<file path="src/rtl/psen_pkg.sv">
// Shared widths, codes and controller/datapath handshake types of the siphon enumerator.
package psen_pkg;

  // Default sizes handed to the top level parameters
  localparam int MAX_PLACES_DEF      = 16;
  localparam int MAX_TRANSITIONS_DEF = 32;
  localparam int MAX_KEPT_DEF        = 256;

  // Fixed field widths of the channels
  localparam int KIND_W     = 2;
  localparam int PLACE_W    = 4;
  localparam int TRANS_W    = 5;
  localparam int WEIGHT_W   = 8;
  localparam int MASK_W     = 16;
  localparam int SIZE_W     = 5;
  localparam int STAT_W     = 2;
  localparam int CFG_IDX_W  = 1;
  localparam int CFG_DATA_W = 5;
  localparam int PCNT_W     = 5;

  localparam logic [PCNT_W-1:0] PCNT_RST = 5'd4;

  typedef enum logic [KIND_W-1:0] {
    KIND_WRITE   = 2'd0,
    KIND_REQUEST = 2'd1,
    KIND_CLEAR   = 2'd2
  } kind_t;

  typedef enum logic [STAT_W-1:0] {
    STAT_FOUND     = 2'd0,
    STAT_EXHAUSTED = 2'd1,
    STAT_OVERFLOW  = 2'd2
  } stat_t;

  typedef enum logic [CFG_IDX_W-1:0] {
    REG_PLACE_COUNT  = 1'b0,
    REG_MINIMAL_ONLY = 1'b1
  } reg_idx_t;

  // Commands from the controller to the datapath
  typedef struct packed {
    logic wr;         // store the sign of one incidence entry
    logic clr;        // clear matrix, cursor and kept list
    logic req_start;  // load the first candidate of a request
    logic scan;       // process one place of the candidate
    logic kstart;     // rewind the kept list walk
    logic kstep;      // read / compare one kept entry
    logic adv;        // move to the next candidate
    logic commit;     // accept candidate as the result
    logic exhaust;    // mark the walk finished
    logic load_out;   // move the result into the output register
  } cmd_t;

  // Status from the datapath to the controller
  typedef struct packed {
    logic done;       // walk already finished
    logic scan_last;  // scan at place zero
    logic siphon;     // tested candidate is a siphon
    logic min_mode;   // minimal mode selected
    logic khit;       // candidate holds a kept siphon
    logic kend;       // kept list walked without a hit
    logic can_adv;    // another candidate exists
    logic out_free;   // output register can take a result
  } sts_t;

endpackage

</file>
<file path="src/rtl/psen_ctrl.sv">
// Controller: sequences writes, candidate scans, kept checks and result hand-off.
module psen_ctrl (
  input  logic                          clk,
  input  logic                          rst_n,
  input  logic                          in_valid,
  input  logic [psen_pkg::KIND_W-1:0]   in_kind,
  output logic                          in_ready,
  output psen_pkg::cmd_t                cmd,
  input  psen_pkg::sts_t                sts
);

  typedef enum logic [4:0] {
    ST_IDLE   = 5'b00001,
    ST_SCAN   = 5'b00010,
    ST_DECIDE = 5'b00100,
    ST_KCHK   = 5'b01000,
    ST_EMIT   = 5'b10000
  } state_t;

  state_t state_r;
  state_t state_nxt;

  always_ff @(posedge clk) begin
    if (!rst_n) begin
      state_r <= ST_IDLE;
    end else begin
      state_r <= state_nxt;
    end
  end

  always_comb begin
    state_nxt = state_r;
    cmd       = '0;
    in_ready  = (state_r == ST_IDLE);
    case (state_r)
      // take one item; writes and clears finish here
      ST_IDLE: begin
        if (in_valid) begin
          case (psen_pkg::kind_t'(in_kind))
            psen_pkg::KIND_WRITE: cmd.wr  = 1'b1;
            psen_pkg::KIND_CLEAR: cmd.clr = 1'b1;
            psen_pkg::KIND_REQUEST: begin
              if (sts.done) begin
                cmd.exhaust = 1'b1;
                state_nxt   = ST_EMIT;
              end else begin
                cmd.req_start = 1'b1;
                state_nxt     = ST_SCAN;
              end
            end
            default: ;
          endcase
        end
      end
      // step through the places of the candidate
      ST_SCAN: begin
        cmd.scan = 1'b1;
        if (sts.scan_last) begin
          state_nxt = ST_DECIDE;
        end
      end
      // keep, check against the kept list, advance, or mark the walk finished
      ST_DECIDE: begin
        if (sts.siphon) begin
          if (sts.min_mode) begin
            cmd.kstart = 1'b1;
            state_nxt  = ST_KCHK;
          end else begin
            cmd.commit = 1'b1;
            state_nxt  = ST_EMIT;
          end
        end else if (sts.can_adv) begin
          cmd.adv   = 1'b1;
          state_nxt = ST_SCAN;
        end else begin
          cmd.exhaust = 1'b1;
          state_nxt   = ST_EMIT;
        end
      end
      // drop candidates that hold a kept siphon, commit one once the list is walked without a hit
      ST_KCHK: begin
        cmd.kstep = 1'b1;
        if (sts.khit) begin
          if (sts.can_adv) begin
            cmd.adv   = 1'b1;
            state_nxt = ST_SCAN;
          end else begin
            cmd.exhaust = 1'b1;
            state_nxt   = ST_EMIT;
          end
        end else if (sts.kend) begin
          cmd.commit = 1'b1;
          state_nxt  = ST_EMIT;
        end
      end
      // wait for room in the output register
      ST_EMIT: begin
        if (sts.out_free) begin
          cmd.load_out = 1'b1;
          state_nxt    = ST_IDLE;
        end
      end
      default: state_nxt = ST_IDLE;
    endcase
  end

  // the end of a scan always leads to a decision
  a_scan_to_decide: assert property (@(posedge clk) disable iff (!rst_n)
    state_r == ST_SCAN && sts.scan_last |=> state_r == ST_DECIDE)
    else $error("scan end did not reach decide");

  // at most one way of leaving a candidate per cycle
  a_one_outcome: assert property (@(posedge clk) disable iff (!rst_n)
    $onehot0({cmd.adv, cmd.commit, cmd.exhaust, cmd.req_start}))
    else $error("conflicting candidate commands");

  // a request on a finished walk goes straight to the emit state
  a_done_answer: assert property (@(posedge clk) disable iff (!rst_n)
    in_valid && in_ready && in_kind == psen_pkg::KIND_REQUEST && sts.done
    |=> state_r == ST_EMIT)
    else $error("finished walk did not answer directly");

endmodule

</file>
<file path="config.mk">
export PLATFORM = sky130hd
export DESIGN_NAME = psen_ctrl
export DESIGN_NICKNAME = d
export VERILOG_FILES = /design/src/rtl/psen_pkg.sv /design/src/rtl/psen_ctrl.sv
export SDC_FILE = /design/constraint.sdc
export NUM_CORES = 1
export LEC_CHECK = 0
export ABC_AREA = 1
export BUFFER_PORTS_ARGS = -buffer_cell sky130_fd_sc_hd__buf_2
export CORE_ASPECT_RATIO = 0.8
export CORE_MARGIN = 10
export CORE_UTILIZATION = 25
export DETAILED_ROUTE_END_ITERATION = 6
export GPL_TIMING_DRIVEN = 0
export HOLD_SLACK_MARGIN = 0.12
export PLACE_DENSITY = 0.49
export SYNTH_ARGS = -nofsm -noshare
export SYNTH_HDL_FRONTEND = slang
export SYNTH_SLANG_ARGS = --single-unit
</file>
<file path="constraint.sdc">
create_clock -name clk -period 1.09 [get_ports clk]
set_input_delay 0.109 -clock clk [delete_from_list [all_inputs] [get_ports clk]]
set_output_delay 0.109 -clock clk [all_outputs]
set_load 0.1 [all_outputs]
</file>
## Yosys cells after proc, flatten, opt, wreduce, memory -nomap -nowiden

Index checks and enable logic that the tools add are counted.

| cells by class | value |
|---|---|
| eq/ne operators | 12 |
| mux-type cells | 39 |
| reduce and logical (&&, ||, !) cells | 2 |

Operator list:

| cell | count |
|---|---|
| 5-bit two-way mux | 10 |
| 5-bit one-hot mux with 5 select lines | 1 |
| 1-bit two-way mux | 24 |
| 3-bit two-way mux | 2 |
| 2-bit inequality test (second input constant) | 3 |
| 5-bit by 1-bit equality test with 1-bit output (second input constant) | 1 |
| 5-bit by 2-bit equality test with 1-bit output (second input constant) | 1 |
| 5-bit by 3-bit equality test with 1-bit output (second input constant) | 1 |
| 5-bit by 4-bit equality test with 1-bit output (second input constant) | 1 |
| 5-bit equality test (second input constant) | 1 |
| 5-bit AND reduction | 1 |
| 2-bit one-hot mux with 2 select lines | 1 |
| 3-bit inequality test (second input constant) | 1 |
| 1-bit one-hot mux with 3 select lines | 1 |
| 2-bit by 1-bit equality test with 1-bit output (second input constant) | 1 |
| 2-bit equality test (second input constant) | 1 |
| 2-bit logical NOT | 1 |
| 2-bit by 1-bit inequality test with 1-bit output (second input constant) | 1 |

| word-level totals | value |
|---|---|
| register bits | 5 |
| output and inout port bits | 11 |
| input port bits | 13 |

## Depth between registers and ports, before layout

| logic depth | value |
|---|---|
| depth in word-level cells | 4 |
| mapped depth | 8 |
| mapped depth without buffers | 8 |

## Least setup slack after synthesis

Ideal clock, no wire load.

| timing path | value |
|---|---|
| path type | register to output |
| start | reg state_r[1] |
| end | out cmd[8] (netlist bit) |
| arrival time | 3.549 ns |
| path slack | -2.568 ns |
| required time | 0.981 ns |
| stages on the path, launching flop included | 6 |
| cells stage by stage | dfxtp_1 inv_1 nand2_1 nor2_1 nand2_1 nor4_1 |

RTL lines:

| item | line | source |
|---|---|---|
| start, declared | psen_ctrl.sv:20 | `state_t state_r;` |
| start signal, assigned | psen_ctrl.sv:27 | `state_r <= state_nxt;` |
| end, declared | psen_ctrl.sv:8 | `output psen_pkg::cmd_t cmd,` |

==> results_dict.tcl <==
set metrics [dict create \
    status "complete, but fails checks" \
    violations "negative setup slack" \
    wl_mm 1.88 \
    min_period_ns 1.60 \
    grt_max_degree 7 \
    synthMuxAreaShare_pct 0 \
    ys_seq_area_share_pct 22.7 \
    fp.dieH_um 57.6 \
    syn_to_final_growth_pct 158 \
    cts_root_buf "clkbuf_4" \
    yosys.area_share.adder_pct 0 \
    dr_total_vias 690 \
    start_util_pct 26.9 \
    layout.area.seq_um2 111 \
    hold_slack_ns 0.172 \
    yosys.cell_types.count 16 \
    crit_required_ns 0.98 \
    crit_type "reg -> out" \
    portBuffers 23 \
    synth-compound-area-share_pct 7.65 \
    io_pins 24 \
    routed_via_density 4.76 \
    grt_usage_pct 10.5 \
    ir_worst_vdd_uv 1230 \
    fin_crit_sh_pct 147 \
    clock_skew_ns 0.00105 \
    crit_path_start_kind "flip-flop" \
    drv_cap 0 \
    synth_simple_gate_area_share_pct 58.6 \
    setup_viol 15 \
    tightest_slew_ns 0.263 \
    antenna_found_initial 0 \
    placed_cells 123 \
    syn-instance-count 78 \
    critPathArrivalTime_ns 1.49 \
    core-area_um2 1640 \
    power.density_nw_per_um2 1220 \
    final_cells 145 \
    rows 13 \
    first_iter_violations 23 \
    cts_buffers 3 \
    path_clk_slew_ns 0.04 \
    synth_fp_nets 91 \
    clk_latency_ns 0.24 \
    cp_slowest_stage_delay_ns 0.35 \
    nets 137 \
    path_delay_family "simple AND/OR/NAND/NOR gates" \
    dieArea_um2 3860 \
    grt_pass1_wl_mm 3.21 \
    postSynthAreaPerCell_um2 5.66 \
    cp_num_buf_inv 1 \
    cts.path.max_buffers 2 \
    power_leakage_nw 0.502 \
    globalplace.congestion 0.798 \
    fmax_mhz 626 \
    pre_cts_ws_ns -0.485 \
    crit_path_max_fanout 4 \
    finalMaxSlewViolations 0 \
    fillerInstances 124 \
    top_regs "state_r: 5 flops" \
    hold_viol 0 \
    worst_slack_ns -0.507 \
    cts_tree "yes" \
    post_drt_wl_per_cell_um 12.9 \
    dpl.hpwl_mm 1.30 \
    htree_levels 1 \
    syn_area_um2 442 \
    n_antenna_cell 0 \
    drc 0 \
    grt_pass1_vias 725 \
    regMostFlops "state_r" \
    hp-class "in -> reg" \
    endpoint_kind "output pin" \
    largest_reg_flops 5 \
    synth_top_family_by_area "simple AND/OR/NAND/NOR gates" \
    ant_nets 0 \
    grt_setup_unrepaired "true" \
    synth_xor_area_share_pct 0 \
    hold_buffers 0 \
    multi_input_area_um2 492 \
    synth-seq-cells 5 \
    die_width_um 67.0 \
    cts_sinks 5 \
    drt_pass1_iterations 5 \
    cp_cell_sequence "nor2_4 > nand2_4 > nor3_4 > nand3_1 > o211ai_1 > buf_6" \
    yosys_warnings 0 \
    grt_overflow_total 0 \
    drive_gt1_share_pct 70.7 \
    slowest_stage "dfxtp_4" \
    maxSlewHeadroom_pct 82.4 \
]
layout make-up:
type | instances | share of cell area [%]
multi-input cells | 60 | 43.1
clock buffers | 4 | 2.31
inverters | 13 | 5.60
repair buffers | 41 | 36.8
flip-flops and latches | 5 | 9.77
well taps | 22 | 2.41
worst reg2reg max path, delay by kind of cell, from the launching register on:
kind / cells / cell delay [ns]
and+or+nand+nor: 5 / 0.48
AOI/OAI and AO/OA: 1 / 0.11
buffers and inverters: 3 / 0.40
DFF: 1 / 0.35
repair_timing:
action	in CTS	in global routing
pin swaps	15	11
setup endpoints to repair	16	16
buffers inserted	15	9
resized for setup	62	18
through the flow:
stage	power (W)	utilization (%)	area, µm²	TNS, ns
floorplan	0.000704	-	553	-7.12
global placement	0.000811	42.3	696	-4.52
detailed placement	0.000809	42.3	696	-4.61
CTS	0.00125	64.3	1060	-5.58
global route	0.00147	69.4	1140	-6.84
finish	0.00139	69.4	1140	-5.58
logic make-up after synthesis:
group,after synthesis
compound gates,6
flops,5
buf+inv,13
simple gates,54
cells in the mapped netlist:
cell,instances,area (µm²)
o211ai_1,1,7.51
nand3_1,11,55.1
nor2_1,11,41.3
nand4_1,2,12.5
nor2_2,3,18.8
nand2_2,1,6.26
nand3b_1,2,15.0
a21oi_1,4,20.0
inv_1,13,48.8
nor3_2,1,10.0
nor3_1,1,5.00
o22ai_1,1,6.26
nor2_4,1,11.3
nand2_1,19,71.3
nor4_1,2,12.5
dfxtp_1,5,100
cell usage in the layout, fill, tap and decap left out, types with 3 or more instances in the layout:
master	count
buf_12	8
buf_2	12
buf_4	10
buf_6	11
clkbuf_4	3
dfxtp_2	3
inv_1	7
nand2_1	8
nand2_2	7
nand2_4	4
nand3_1	6
nand3_2	4
nor2_1	6
nor2_4	8
power by group:
group / leakage [nW] / internal [W] / switching, W
registers: 0.0430 / 0.000211 / 0.0000262
clock network: 0.0150 / 0.000138 / 0.0000765
logic: 0.444 / 0.000367 / 0.000566
final timing paths:
| kind | from | endpoint | slack (ns) | cells after the start |
|---|---|---|---|---|
| worst max register to register | state_r[0] | state_r[1] | -0.32 | 9 |
| worst max-delay path | state_r[0] | cmd[1] | -0.51 | 6 |
| worst min register to register | state_r[2] | state_r[3] | 0.65 | 3 |
| worst min-delay path | rst_n | state_r[2] | 0.17 | 3 |
routing by layer:
layer  vias up  track usage [%]  wire, µm
li1        346                -         -
met1       323             12.0       795
met2        21             17.2       988
met3         0             4.68        94
met4         0             3.22         0
met5         -                0         0
No activity file was read; power rests on OpenSTA's default activity.
